===== config.mk =====
export PLATFORM = sky130hd
export DESIGN_NAME = led_pixel_to_dmx_mapper
export DESIGN_NICKNAME = d
export VERILOG_FILES = /design/src/ldm_pkg.sv /design/src/led_pixel_to_dmx_mapper.sv /design/src/ldm_place.sv /design/src/ldm_lane.sv /design/src/ldm_merge.sv
export SDC_FILE = /design/constraint.sdc
export NUM_CORES = 1
export LEC_CHECK = 0
export CAP_MARGIN = 20
export CORE_ASPECT_RATIO = 1.5
export CORE_MARGIN = 4
export CORE_UTILIZATION = 60
export DETAILED_ROUTE_END_ITERATION = 8
export DONT_BUFFER_PORTS = 1
export PLACE_DENSITY = 0.79
export SYNTH_ARGS = -nofsm -noshare
export SYNTH_HDL_FRONTEND = slang
export SYNTH_SLANG_ARGS = --single-unit

===== constraint.sdc =====
create_clock -name clk -period 5.05 [get_ports clk]
set_clock_uncertainty 0.15 [all_clocks]
set_input_delay 1.01 -clock clk [delete_from_list [all_inputs] [get_ports clk]]
set_output_delay 1.01 -clock clk [all_outputs]
set_load 0.01 [all_outputs]

===== src/ldm_pkg.sv =====
// Shared types, constants and the divide-by-255 helper for the LED pixel to DMX mapper.
`default_nettype none

package ldm_pkg;

  // Universe size in slots; a pixel whose start address passes the limit moves on.
  localparam int unsigned SLOTS_PER_UNIVERSE = 512;
  localparam logic [9:0]  ADDR_LIMIT         = 10'(SLOTS_PER_UNIVERSE - 2);

  // Three channels per pixel: red, green, blue.
  localparam int unsigned NUM_COLORS = 3;
  localparam logic [15:0] ROUND_BIAS = 16'd127;

  // Configuration register indexes.
  typedef enum logic [1:0] {
    REG_STRIP_BRIGHT = 2'd0,
    REG_START_UNIV   = 2'd1,
    REG_START_ADDR   = 2'd2
  } cfg_reg_t;

  // Placement of one pixel: universe buffer index and slot of its red channel.
  typedef struct packed {
    logic [7:0] univ_idx;
    logic [8:0] slot_base;
  } place_t;

  // Exact floor(x / 255) for x up to 255 * 255 + 254, without a divider.
  function automatic logic [7:0] div255(input logic [15:0] x);
    logic [16:0] y;
    y = {1'b0, x} + 17'd1 + {9'd0, x[15:8]};
    return y[15:8];
  endfunction

endpackage

`default_nettype wire


===== src/led_pixel_to_dmx_mapper.sv =====
// Top level of the LED pixel to DMX channel mapper.
//
//   Channel | Direction | Handshake          | Contents
//   in_     | request   | in_tvalid/tready   | one RGB pixel, brightness, frame start
//   out_    | result    | out_tvalid/tready  | one DMX channel write, three per pixel
//   cfg_    | config    | cfg_valid/ready    | register index and write data
//
// Each pixel passes three compute stages (brightness product, effective
// brightness, lane products) and the hand-off into the output buffer; these
// overlap with the three writes of the previous pixel.
// The next pixel is taken once the previous one has reached the output buffer.
// Reset is synchronous; it clears the counters, the stage valids and the buffer.
// A stalled result side holds the last compute stage until the buffer drains.
`default_nettype none

module led_pixel_to_dmx_mapper (
  input  wire logic        clk,
  input  wire logic        rst_n,
  // Pixel requests.
  input  wire logic        in_tvalid,
  output logic             in_tready,
  input  wire logic [31:0] in_tdata,   // red[7:0], green[15:8], blue[23:16], led_brightness[31:24]
  input  wire logic        in_tuser,   // frame_start
  // Channel writes.
  output logic             out_tvalid,
  input  wire logic        out_tready,
  output logic [31:0]      out_tdata,  // univ_idx[7:0], slot_index[16:8],
                                       // channel_value[24:17], zero[31:25]
  output logic             out_tlast,  // last_of_pixel
  // Configuration writes.
  input  wire logic        cfg_valid,
  output logic             cfg_ready,
  input  wire logic [1:0]  cfg_index,
  input  wire logic [9:0]  cfg_data
);

  logic [7:0]      strip_r;
  logic [7:0]      start_univ_r;
  logic [9:0]      start_addr_r;
  logic            accept;
  logic            v1_r;
  logic            v2_r;
  logic            v3_r;
  logic            buf_free;
  logic            buf_load;
  logic [15:0]     bprod_r;
  logic [7:0]      eff_r;
  logic [7:0]      red_r;
  logic [7:0]      green_r;
  logic [7:0]      blue_r;
  logic [7:0]      val_red;
  logic [7:0]      val_green;
  logic [7:0]      val_blue;
  ldm_pkg::place_t place;

  assign cfg_ready = 1'b1;
  assign accept    = in_tvalid && in_tready;
  assign in_tready = !(v1_r || v2_r || v3_r);
  assign buf_load  = v3_r && buf_free;

  // Configuration registers; an unused index is ignored.
  always_ff @(posedge clk) begin
    if (!rst_n) begin
      strip_r      <= 8'd255;
      start_univ_r <= 8'd1;
      start_addr_r <= 10'd1;
    end else if (cfg_valid && cfg_ready) begin
      unique case (cfg_index)
        ldm_pkg::REG_STRIP_BRIGHT: strip_r      <= cfg_data[7:0];
        ldm_pkg::REG_START_UNIV:   start_univ_r <= cfg_data[7:0];
        ldm_pkg::REG_START_ADDR:   start_addr_r <= cfg_data;
        default: ;
      endcase
    end
  end

  // Stage valids; one pixel in the compute stages at a time.
  always_ff @(posedge clk) begin
    if (!rst_n) begin
      v1_r <= 1'b0;
      v2_r <= 1'b0;
      v3_r <= 1'b0;
    end else begin
      v1_r <= accept;
      v2_r <= v1_r;
      v3_r <= v2_r || (v3_r && !buf_free);
    end
  end

  // Stage one: capture colors and the raw brightness product.
  always_ff @(posedge clk) begin
    if (accept) begin
      red_r   <= in_tdata[7:0];
      green_r <= in_tdata[15:8];
      blue_r  <= in_tdata[23:16];
      bprod_r <= 16'(in_tdata[31:24]) * 16'(strip_r);
    end
  end

  // Stage two: effective brightness.
  always_ff @(posedge clk) begin
    if (v1_r) begin
      eff_r <= ldm_pkg::div255(bprod_r);
    end
  end

  ldm_place u_place (
    .clk         (clk),
    .rst_n       (rst_n),
    .accept      (accept),
    .frame_start (in_tuser),
    .start_univ  (start_univ_r),
    .start_addr  (start_addr_r),
    .place_r     (place)
  );

  // Stage three: one lane per color.
  ldm_lane u_lane_red (
    .clk   (clk),
    .load  (v2_r),
    .color (red_r),
    .eff   (eff_r),
    .value (val_red)
  );

  ldm_lane u_lane_green (
    .clk   (clk),
    .load  (v2_r),
    .color (green_r),
    .eff   (eff_r),
    .value (val_green)
  );

  ldm_lane u_lane_blue (
    .clk   (clk),
    .load  (v2_r),
    .color (blue_r),
    .eff   (eff_r),
    .value (val_blue)
  );

  ldm_merge u_merge (
    .clk        (clk),
    .rst_n      (rst_n),
    .load       (buf_load),
    .val_red    (val_red),
    .val_green  (val_green),
    .val_blue   (val_blue),
    .place      (place),
    .free       (buf_free),
    .out_tvalid (out_tvalid),
    .out_tready (out_tready),
    .out_tdata  (out_tdata),
    .out_tlast  (out_tlast)
  );

endmodule

`default_nettype wire


===== src/ldm_place.sv =====
// Address generator: running universe and DMX address, reloaded on frame start.
`default_nettype none

module ldm_place (
  input  wire logic            clk,
  input  wire logic            rst_n,
  input  wire logic            accept,
  input  wire logic            frame_start,
  input  wire logic [7:0]      start_univ,
  input  wire logic [9:0]      start_addr,
  output ldm_pkg::place_t      place_r
);

  logic [7:0] univ_r;
  logic [9:0] addr_r;
  logic [7:0] univ_sel;
  logic [9:0] addr_sel;
  logic [7:0] univ_nxt;
  logic [9:0] addr_nxt;
  logic [9:0] addr_use;

  // Pick the counters, fix address zero, and roll over a full universe.
  always_comb begin
    univ_sel = frame_start ? start_univ : univ_r;
    addr_sel = frame_start ? start_addr : addr_r;
    if (addr_sel == 10'd0) begin
      addr_sel = 10'd1;
    end
    univ_nxt = univ_sel;
    addr_use = addr_sel;
    if (addr_sel > ldm_pkg::ADDR_LIMIT) begin
      univ_nxt = univ_sel + 8'd1;
      addr_use = 10'd1;
    end
    addr_nxt = addr_use + 10'd3;
  end

  // Counters advance once per accepted pixel.
  always_ff @(posedge clk) begin
    if (!rst_n) begin
      univ_r <= 8'd1;
      addr_r <= 10'd1;
    end else if (accept) begin
      univ_r <= univ_nxt;
      addr_r <= addr_nxt;
    end
  end

  // Placement of the pixel just taken, held until the output buffer loads it.
  always_ff @(posedge clk) begin
    if (accept) begin
      place_r.univ_idx  <= univ_nxt - 8'd1;
      place_r.slot_base <= 9'(addr_use - 10'd1);
    end
  end

endmodule

`default_nettype wire


===== src/ldm_lane.sv =====
// One color lane: scales a color component by the effective brightness with rounding.
`default_nettype none

module ldm_lane (
  input  wire logic       clk,
  input  wire logic       load,
  input  wire logic [7:0] color,
  input  wire logic [7:0] eff,
  output logic      [7:0] value
);

  logic [15:0] prod_r;

  // Product plus rounding bias; the largest sum still fits in 16 bits.
  always_ff @(posedge clk) begin
    if (load) begin
      prod_r <= (16'(color) * 16'(eff)) + ldm_pkg::ROUND_BIAS;
    end
  end

  assign value = ldm_pkg::div255(prod_r);

endmodule

`default_nettype wire


===== src/ldm_merge.sv =====
// Output buffer: takes the three lane results of a pixel and sends them as three writes.
`default_nettype none

module ldm_merge (
  input  wire logic            clk,
  input  wire logic            rst_n,
  input  wire logic            load,
  input  wire logic [7:0]      val_red,
  input  wire logic [7:0]      val_green,
  input  wire logic [7:0]      val_blue,
  input  wire ldm_pkg::place_t place,
  output logic                 free,
  output logic                 out_tvalid,
  input  wire logic            out_tready,
  output logic [31:0]          out_tdata,
  output logic                 out_tlast
);

  logic            busy_r;
  logic [1:0]      phase_r;
  logic [7:0]      red_r;
  logic [7:0]      green_r;
  logic [7:0]      blue_r;
  ldm_pkg::place_t place_q_r;
  logic [7:0]      cur_val;
  logic            take;
  logic            done;

  assign take = busy_r && out_tready;
  assign done = take && (phase_r == 2'd2);
  assign free = !busy_r || done;

  // Phase tracks which of the three channels is on the bus.
  always_ff @(posedge clk) begin
    if (!rst_n) begin
      busy_r  <= 1'b0;
      phase_r <= 2'd0;
    end else if (load) begin
      busy_r  <= 1'b1;
      phase_r <= 2'd0;
    end else if (done) begin
      busy_r  <= 1'b0;
      phase_r <= 2'd0;
    end else if (take) begin
      phase_r <= phase_r + 2'd1;
    end
  end

  // Result payload, captured from the lanes when the buffer frees up.
  always_ff @(posedge clk) begin
    if (load) begin
      red_r     <= val_red;
      green_r   <= val_green;
      blue_r    <= val_blue;
      place_q_r <= place;
    end
  end

  // Select the channel value for the current phase.
  always_comb begin
    unique case (phase_r)
      2'd0:    cur_val = red_r;
      2'd1:    cur_val = green_r;
      default: cur_val = blue_r;
    endcase
  end

  assign out_tvalid = busy_r;
  assign out_tlast  = (phase_r == 2'd2);
  assign out_tdata  = {7'd0, cur_val, place_q_r.slot_base + {7'd0, phase_r},
                       place_q_r.univ_idx};

endmodule

`default_nettype wire


== After elaboration in Yosys (flattened, before gate mapping) ==
Cells that the tools add are included.
Widths: inputs -> output; s select.

* Register bits after elaboration: 204
* Logic and storage cells: 80
* Input bits: 50
* Output and inout bits: 36

* Add/subtract/negate cells: 17
* Multiply operators: 4
* Magnitude comparators: 1
* Bitwise gates (word level): 1
* Reduce and logical (&&, ||, !) cells: 20
* Multiplexer cells: 8
* Eq/ne operators: 4

{| class="wikitable"
|+ Operator list
! kind !! count
|-
| $add 16x1->16 const B || 4
|-
| $add 16x8->16 || 4
|-
| $mul 8x8->16 || 4
|-
| $add 16x7->16 const B || 3
|-
| $mux 10 || 3
|-
| $mux 8 || 2
|-
| $pmux 8 s2 || 1
|-
| $add 10x2->10 const B || 1
|-
| $gt 10x9->1 const B || 1
|-
| $logic_not 10->1 || 1
|-
| $add 9x2->9 || 1
|-
| $sub 9x1->9 const B || 1
|-
| $add 8x1->8 const B || 1
|-
| $sub 8x1->8 const B || 1
|-
| $reduce_and 2->1 || 3
|-
| $logic_and 1x1->1 || 5
|-
| $eq 2x1->1 const B || 2
|-
| $eq 2x2->1 const B || 2
|-
| $logic_not 2->1 || 2
|-
| $logic_or 1x1->1 || 4
|-
| $logic_not 1->1 || 3
|-
| $reduce_or 3->1 || 1
|-
| $add 2x1->2 const B || 1
|-
| $mux 1 || 2
|-
| 2 further kinds || 2
|}

== Depth between registers and ports, before layout ==
Gate-level depths: netlist of run 1.

* Depth after elaboration: 6
* Depth in mapped cells: 18
* Gate-level depth less buffers: 17

== Cells and area by module ==
From an unflattened synthesis of run 1, not the netlist that was laid out.

* Cell total of the unflattened synthesis: 1,791
* Area total of the unflattened synthesis: 18,173.7 µm²

{| class="wikitable"
|+ Modules (own cells, without submodules)
! module !! seq. area each (µm²) !! cells an instance !! instances !! area an instance (µm²)
|-
| ldm_lane (u_lane_blue ...) || 480.5 || 322 || 2 || 3,010.4
|-
| led_pixel_to_dmx_mapper || 2,021.9 || 455 || 1 || 5,031.1
|-
| ldm_lane (u_lane_red) || 480.5 || 323 || 1 || 3,027.9
|-
| ldm_place || 870.8 || 243 || 1 || 2,267.2
|-
| ldm_merge || 1,291.2 || 126 || 1 || 1,826.8
|}

== Worst setup path before layout of run 1 ==
Ideal clock, no wire load.

* Kind: flip-flop to flip-flop
* Start point: reg eff_r[0]
* End point: reg u_lane_red.prod_r[14] (data pin)
* Data required time: 4.634 ns
* Slack: 0.174 ns
* Setup time: 0.266 ns
* Buffers on the path: 1
* Cell stages (with the launch flop): 18
* Arrival: 4.460 ns
* Period minus slack after synthesis: 4.876 ns
* Cells stage by stage: edfxtp_1 clkbuf_1 nand2_1 fa_1 inv_1 fa_1 fa_1 inv_1 fa_1 inv_1 ha_1 o21a_1 o21ai_0 nand2b_1 a31o_2 a41o_1 o41ai_1 xnor2_1

* Cells in the longest elaborated chain, start to end: 2

{| class="wikitable"
|+ RTL lines
! element !! RTL line !! text
|-
| start, declared || led_pixel_to_dmx_mapper.sv:47 || <nowiki>logic [7:0] eff_r;</nowiki>
|-
| start signal, assigned || led_pixel_to_dmx_mapper.sv:103 || <nowiki>eff_r <= ldm_pkg::div255(bprod_r);</nowiki>
|-
| $mul 8x8->16 || ldm_lane.sv:17 || <nowiki>prod_r <= (16'(color) * 16'(eff)) + ldm_pkg::ROUND_BIAS;</nowiki>
|-
| $add 16x7->16 || ldm_lane.sv:17 ||
|-
| end signal, assigned || ldm_lane.sv:17 ||
|-
| end, declared || ldm_lane.sv:12 || <nowiki>logic [15:0] prod_r;</nowiki>
|}

No other way between the ends.
A chain may end at the register's enable or synchronous reset.

== Worst setup path in the final report of run 1 ==
Same ends and word-level chain as after synthesis.

==> results.yml, run 1 <==
placed_design:
  place_ws_ns: -0.0977
  place_area_um2: 18200
  place.gp.congestion: 0.880
  hpwlAfterDp_um: 27600
  portBuffers: 0
synth:
  synth_async_sr_flop_share_pct: 0
  yosys.area_share.simple_pct: 16.2
  synth.yosys.seq_area_share_pct: 31.8
  ys_types: 70
  syn_avg_cell_area_um2: 10.3
  syn_inst: 1714
  synthFlopType: "edfxtp_1"
  synth_mux_area_share_pct: 2.20
  synth_top_family_by_area: "adder cells"
  synth-compound-area-share_pct: 6.59
  synth_edf_count: 154
  netlist_area_um2: 17700
  synthXorXnorAreaFrac_pct: 5.59
  synth-warning-count: 0
  synthAdderAreaFrac_pct: 30.7
  ys_ff_latch: 204
layout:
  nets: 2106
  final_common_cell: "inv_1"
  area_growth_syn_to_layout_pct: 7.20
  layout-drive-gt1-share_pct: 5.54
  layout_common_cells: "inv_1 (249), nand2_1 (199), ha_1 (174)"
  final_cell_area_um2: 19000
global_routing:
  antenna_found_initial: 10
  grt_remaining_overflow: 0
  met2_usage_pct: 42.7
  use_met1_pct: 23.5
  met3_usage_pct: 4.29
  grt_max_degree: 51
  first_global_vias: 12600
  top_usage_layer: "met2"
  grt_usage_pct: 22.3
  grt_pass1_wl_um: 58800
worst_setup_path:
  crit_required_ns: 5.15
  crit_slowest_cell: "fa_1"
  r2r_cells: 17
  cp.depth: 17
  critPathMaxStageDelay_ns: 0.55
  crit_path_start_kind: "flop"
  crit_type: "flop to flop"
  cp_max_fo: 17
  crit_path_frequent_cell: "fa_1"
  critPathCaptureType: "flop"
  critPathTopFamily: "adder cells"
  path_buf_inv: 4
  crit_chain: "buf_12, nand2_1, fa_1, inv_1, fa_1, fa_1, inv_1, fa_1, inv_1, ha_1, o21a_1, o21ai_0, nand2b_1, a31o_2, a41o_1, o41ai_2, xnor2_1"
  crit_arrival_ns: 4.95
clock_tree:
  clk_pin_slew_worst_paths_ns: 0.07
  clkLatencyLatePin_ns: 0.51
  cts_tree: "yes"
  clock_sinks: 204
  cts_root_buf: "clkbuf_16"
  ctsHoldBuffers: 0
  cts_buffers: 20
  htree_levels: 1
  cts_buffer_depth: 3
floorplan:
  die_h_um: 218
  core_um2: 28900
  dieArea_um2: 32400
  start_util_pct: 61.3
  ioPinCount: 86
  fp.dieW_um: 148
  rows: 76
power:
  cellLeakagePower_nw: 8.76
  cellPowerDensity_nw_per_um2: 666
  vdd_drop_max_mv: 0.446
drt:
  vias: 11700
  wl_per_cell_um: 16.2
  drc: 0
  firstDrtPassIters: 5
  drt-total-wl_um: 34500
  antenna_left: 0
  avgViaCountPerCell: 5.49
  first_iter_violations: 415
timing:
  finalHoldViolCount: 0
  tightest_slew_ns: 0.785
  maxSlewViolCount: 0
  rsz0062_at_grt: "yes"
  fmax_mhz: 206
  setup_ws_ns: 0.200
  period_needed_ns: 4.85
  min_period_over_period_pct: 96.0
  max_slew_margin_pct: 47.6
  finalSetupViolCount: 0
flow_run:
  cap_violations: 0
run_status:
  status: "complete, no violations"
min_path:
  holdPathStages: 0
  hold_path_class: "flop to flop"
## worst register-to-register path, stage by stage (launching register included)
cell	delay [ns]
edfxtp_1	0.37
buf_12	0.16
nand2_1	0.09
fa_1	0.53
inv_1	0.05
fa_1	0.48
fa_1	0.55
inv_1	0.05
fa_1	0.52
inv_1	0.04
ha_1	0.29
o21a_1	0.12
o21ai_0	0.17
nand2b_1	0.11
a31o_2	0.27
a41o_1	0.26
o41ai_2	0.25
xnor2_1	0.11
## power breakdown
| part | internal, mW | total [mW] | switching [mW] |
|---|---|---|---|
| Combinational | 3.82 | 8.15 | 4.33 |
| Sequential | 2.63 | 2.86 | 0.230 |
| Clock | 0.976 | 1.62 | 0.644 |
| Total | 7.43 | 12.6 | 5.20 |
## flip-flops by register name, summed over array words and instances (netlist names), 8 cells and up
name and count:
strip_r 8, u_lane_red.prod_r 16, green_r 8, u_place.place_r 17, red_r 8, u_merge.out_tdata 8
u_lane_green.prod_r 16, blue_r 8, u_place.univ_r 8, start_univ_r 8, u_merge.blue_r 8, start_addr_r 10
u_lane_blue.prod_r 16, u_merge.place_q_r 9, u_place.addr_r 10, bprod_r 16, eff_r 8, u_merge.red_r 8
u_merge.green_r 8
## timing repair
item	4_1_cts	5_1_grt
endpoints found under the setup margin	0	4
setup buffers	0	1
gates resized for setup	0	4
## cell families (layout without fill, tap and decap cells)
group,Yosys count,after routing
AOI/OAI and AO/OA,167,167
xor gates and xnor gates,113,113
adders and majority gates,337,337
buffers and inverters,300,313
DFF,204,204
muxes,37,37
other,2,14
and+or+nand+nor,554,554
## final timing paths
| check | start | to | slack, ns |
|---|---|---|---|
| setup / recovery | eff_r[0] | u_lane_red.prod_r[14] | 0.20 |
| hold / removal | u_place.place_r[10] | u_merge.out_tdata[1] | 0.27 |
| setup reg to reg | eff_r[0] | u_lane_red.prod_r[14] | 0.20 |
| hold reg to reg | u_place.place_r[10] | u_merge.out_tdata[1] | 0.27 |
## layout make-up
type / count / area (um^2)
Timing Repair Buffer: 27 / 278
Inverter: 250 / 938
Sequential cell: 204 / 5630
Clock inverter: 14 / 175
Multi-Input combinational cell: 1216 / 10900
Clock buffer: 22 / 539
Fill cell: 2256 / 9930
Antenna cell: 6 / 15.0
Tap cell: 390 / 488
## per-layer routing
metal,up-vias,part of all wire [%],routed length (um)
li1,5627,-,-
met1,5726,37,12700
met2,230,55,18900
met3,93,4.6,1570
met4,10,3.7,1280
met5,-,0.18,61
## stage by stage
step / setup TNS [ns] / instances / hold slack [ns] / total power, mW / utilization [%]
floorplan: 0 / 1720 / 0.250 / 9.29 / -
global placement: 0 / 2085 / 0.250 / 10.7 / 63.0
detailed placement: -0.0977 / 2085 / 0.256 / 11.0 / 63.0
CTS: 0 / 2121 / 0.264 / 12.7 / 65.4
global route: -0.000294 / 2125 / 0.274 / 14.1 / 65.6
finish: 0 / 2129 / 0.269 / 12.6 / 65.7
## cells in the mapped netlist, drive strengths merged (3+ instances only)
| cell | n | area share [%] |
|---|---|---|
| or2 | 6 | 0.23 |
| edfxtp | 154 | 26 |
| dfxtp | 50 | 5.7 |
| o211a | 6 | 0.34 |
| a211oi | 8 | 0.41 |
| xnor2 | 81 | 4.0 |
| o21bai | 7 | 0.30 |
| fa | 163 | 18 |
| a21o | 13 | 0.55 |
| nand2 | 200 | 4.3 |
| o21ai | 24 | 0.68 |
| o41ai | 4 | 0.20 |
| mux2i | 30 | 1.7 |
| a22oi | 9 | 0.38 |
| a31oi | 10 | 0.35 |
| a21oi | 38 | 1.2 |
| nor3 | 26 | 0.79 |
| nand2b | 7 | 0.25 |
| buf | 22 | 0.95 |
| o211ai | 6 | 0.33 |
| o21a | 19 | 0.81 |
| nor2 | 41 | 0.87 |
| and4 | 6 | 0.30 |
| clkbuf | 28 | 0.59 |
| ha | 174 | 12 |
| and3b | 4 | 0.20 |
| nand4 | 6 | 0.21 |
| and3 | 12 | 0.45 |
| a31o | 3 | 0.15 |
| xor2 | 32 | 1.6 |
| inv | 249 | 5.3 |
| nor2b | 28 | 0.99 |
| nor4 | 8 | 0.28 |
| mux2 | 7 | 0.51 |
| and2 | 173 | 6.1 |
| a21boi | 8 | 0.34 |
| nand3 | 24 | 0.68 |
Power figures use the tool's default switching activity.
==> run 2: changes to the inputs <==
TNS_END_PERCENT = 30   (was not set)
clock period = 4.2 ns   (was 5.05 ns; I/O delays follow)
==> run 2 against run 1 <==
Compared with the run above: the run now ends with setup timing left; final area rose by 7.2%; register-to-register slack lost 0.75 ns; largest power group unchanged; sequential share of layout area is 1.9 points lower; non-clock buffer count grew 112.
==> results.yml, run 2 (synthesized netlist as in run 1, its figures left out) <==
timing:
  tightest_slew_ns: 0.808
  min_period_over_period_pct: 113
  maxSlewViolCount: 0
  fmax_mhz: 211
  finalSetupViolCount: 18
  finalHoldViolCount: 0
  setup_ws_ns: -0.546
  max_slew_margin_pct: 46.0
  rsz0062_at_grt: "yes"
  period_needed_ns: 4.75
layout:
  final_common_cell: "inv_1"
  final_cell_area_um2: 20300
  largest_reg_flops: 17
  top_register: "u_place.place_r"
  area_growth_syn_to_layout_pct: 14.9
  layout-drive-gt1-share_pct: 16.2
  final_util_pct: 70.4
  final-instance-count-excl-fill: 2244
  layout_common_cells: "inv_1 (242), nand2_1 (188), and2_1 (168)"
  nets: 2219
global_routing:
  grt_usage_pct: 24.4
  grt_pass1_wl_um: 64100
  grt_max_degree: 51
  grt_remaining_overflow: 0
  first_global_vias: 13500
  antenna_found_initial: 11
floorplan:
  dieArea_um2: 32400
  start_util_pct: 61.3
  core_um2: 28900
  die_h_um: 218
  rows: 76
  ioPinCount: 86
  fp.dieW_um: 148
clock_tree:
  ctsHoldBuffers: 0
  cts_root_buf: "clkbuf_16"
  cts_buffers: 21
  cts_tree: "yes"
  htree_levels: 1
  clk_pin_slew_worst_paths_ns: 0.08
  clkLatencyLatePin_ns: 0.51
  cts_buffer_depth: 3
  clock_sinks: 204
worst_setup_path:
  crit_arrival_ns: 4.86
  r2r_slack_ns: -0.55
  crit_required_ns: 4.31
  crit_type: "flop to flop"
  critPathCaptureType: "flop"
  crit_path_start_kind: "flop"
  cp_max_fo: 8
drt:
  vias: 12400
  drt-total-wl_um: 38400
  avgViaCountPerCell: 5.54
  first_iter_violations: 421
  wl_per_cell_um: 17.1
  drc: 0
  firstDrtPassIters: 4
  antenna_left: 0
placed_design:
  placed_cells: 2183
  place_area_um2: 19200
  portBuffers: 0
  place.gp.congestion: 0.902
  place_ws_ns: -0.519
  hpwlAfterDp_um: 29600
power:
  cellPowerDensity_nw_per_um2: 917
  p_int_mw: 10.9
  clkPwrFrac_pct: 10.0
  pwr-share-comb_pct: 71.6
  p_seq_share_pct: 18.4
  cellLeakagePower_nw: 9.34
  vdd_drop_max_mv: 0.675
  total_power_mw: 18.6
  sw_frac_of_total_pct: 41.3
  power_switching_mw: 7.71
run_status:
  status: "finished with violations"
  violations: "setup timing"
flow_run:
  cap_violations: 0
min_path:
  hold_path_class: "input pin to flop"
==> run 2: cell types whose count changed in the layout (fill, tap and decap cells not counted), moves of 9 or more <==
cell,change
buf_4,+106
ha_1,-23
ha_4,+22
nand2_1,-11
nand2_2,+9
==> run 2: metrics by stage <==
step | setup TNS (ns) | hold WS (ns)
after detailed placement | -7.26 | 0.256
after floorplan | -2.63 | 0.250
after global routing | -8.30 | 0.224
after CTS | -4.43 | 0.224
final | -4.37 | 0.249
after global placement | -5.34 | 0.253
==> run 2: layout make-up <==
| class | count | area, um^2 |
|---|---|---|
| fill | 2109 | 8560 |
| antenna | 7 | 17.5 |
| inverter | 250 | 938 |
| clock buffer | 22 | 529 |
| tap | 390 | 488 |
| multi-input combinational | 1216 | 11500 |
| clock inverter | 16 | 143 |
| timing repair buffer | 139 | 1130 |
| sequential | 204 | 5640 |
==> run 2: critical path, cell delays in order, from the launching register on <==
cell and delay (ns):
edfxtp_1 0.57, nand2_1 0.13, fa_1 0.51, inv_1 0.06
ha_4 0.21, fa_1 0.50, inv_1 0.05, fa_1 0.51
inv_2 0.05, ha_4 0.23, nor2b_1 0.14, o21a_1 0.19
o21ai_1 0.15, nand2b_1 0.09, a31o_2 0.26, a41o_1 0.22
o41ai_2 0.35, xnor2_1 0.12
==> run 2: per-layer routing <==
| layer | up-vias | share of wire, % | track usage [%] |
|---|---|---|---|
| met5 | - | 0.13 | 0 |
| met4 | 8 | 3.3 | 8.57 |
| met3 | 104 | 4.5 | 4.54 |
| met2 | 291 | 57 | 48.1 |
| met1 | 6181 | 35 | 25.4 |
| li1 | 5848 | - | - |
==> run 2: worst paths after layout <==
path / startpoint / end / depth (start not counted)
worst max-delay path: red_r[3] / u_lane_red.prod_r[14] / 17
worst min-delay path: rst_n / start_univ_r[0] / 1
worst max register to register: red_r[3] / u_lane_red.prod_r[14] / 17
worst min register to register: u_place.place_r[8] / u_merge.place_q_r[8] / 0
==> run 2: repair_timing <==
action,4_1_cts,5_1_grt
endpoints found under the setup margin,22,30
buffers inserted,11,2
resized for setup,44,24
pin swaps,22,11
gates cloned,2,0
==> run 2: power groups by stage <==
stage | Clock, mW | Combinational [mW] | Sequential [mW]
after floorplan | 0 | 8.67 | 3.38
after global placement | 0 | 12.0 | 3.45
after detailed placement | 0 | 12.3 | 3.47
after CTS | 1.90 | 12.9 | 3.43
after global routing | 1.98 | 15.1 | 3.46
final | 1.86 | 13.4 | 3.43
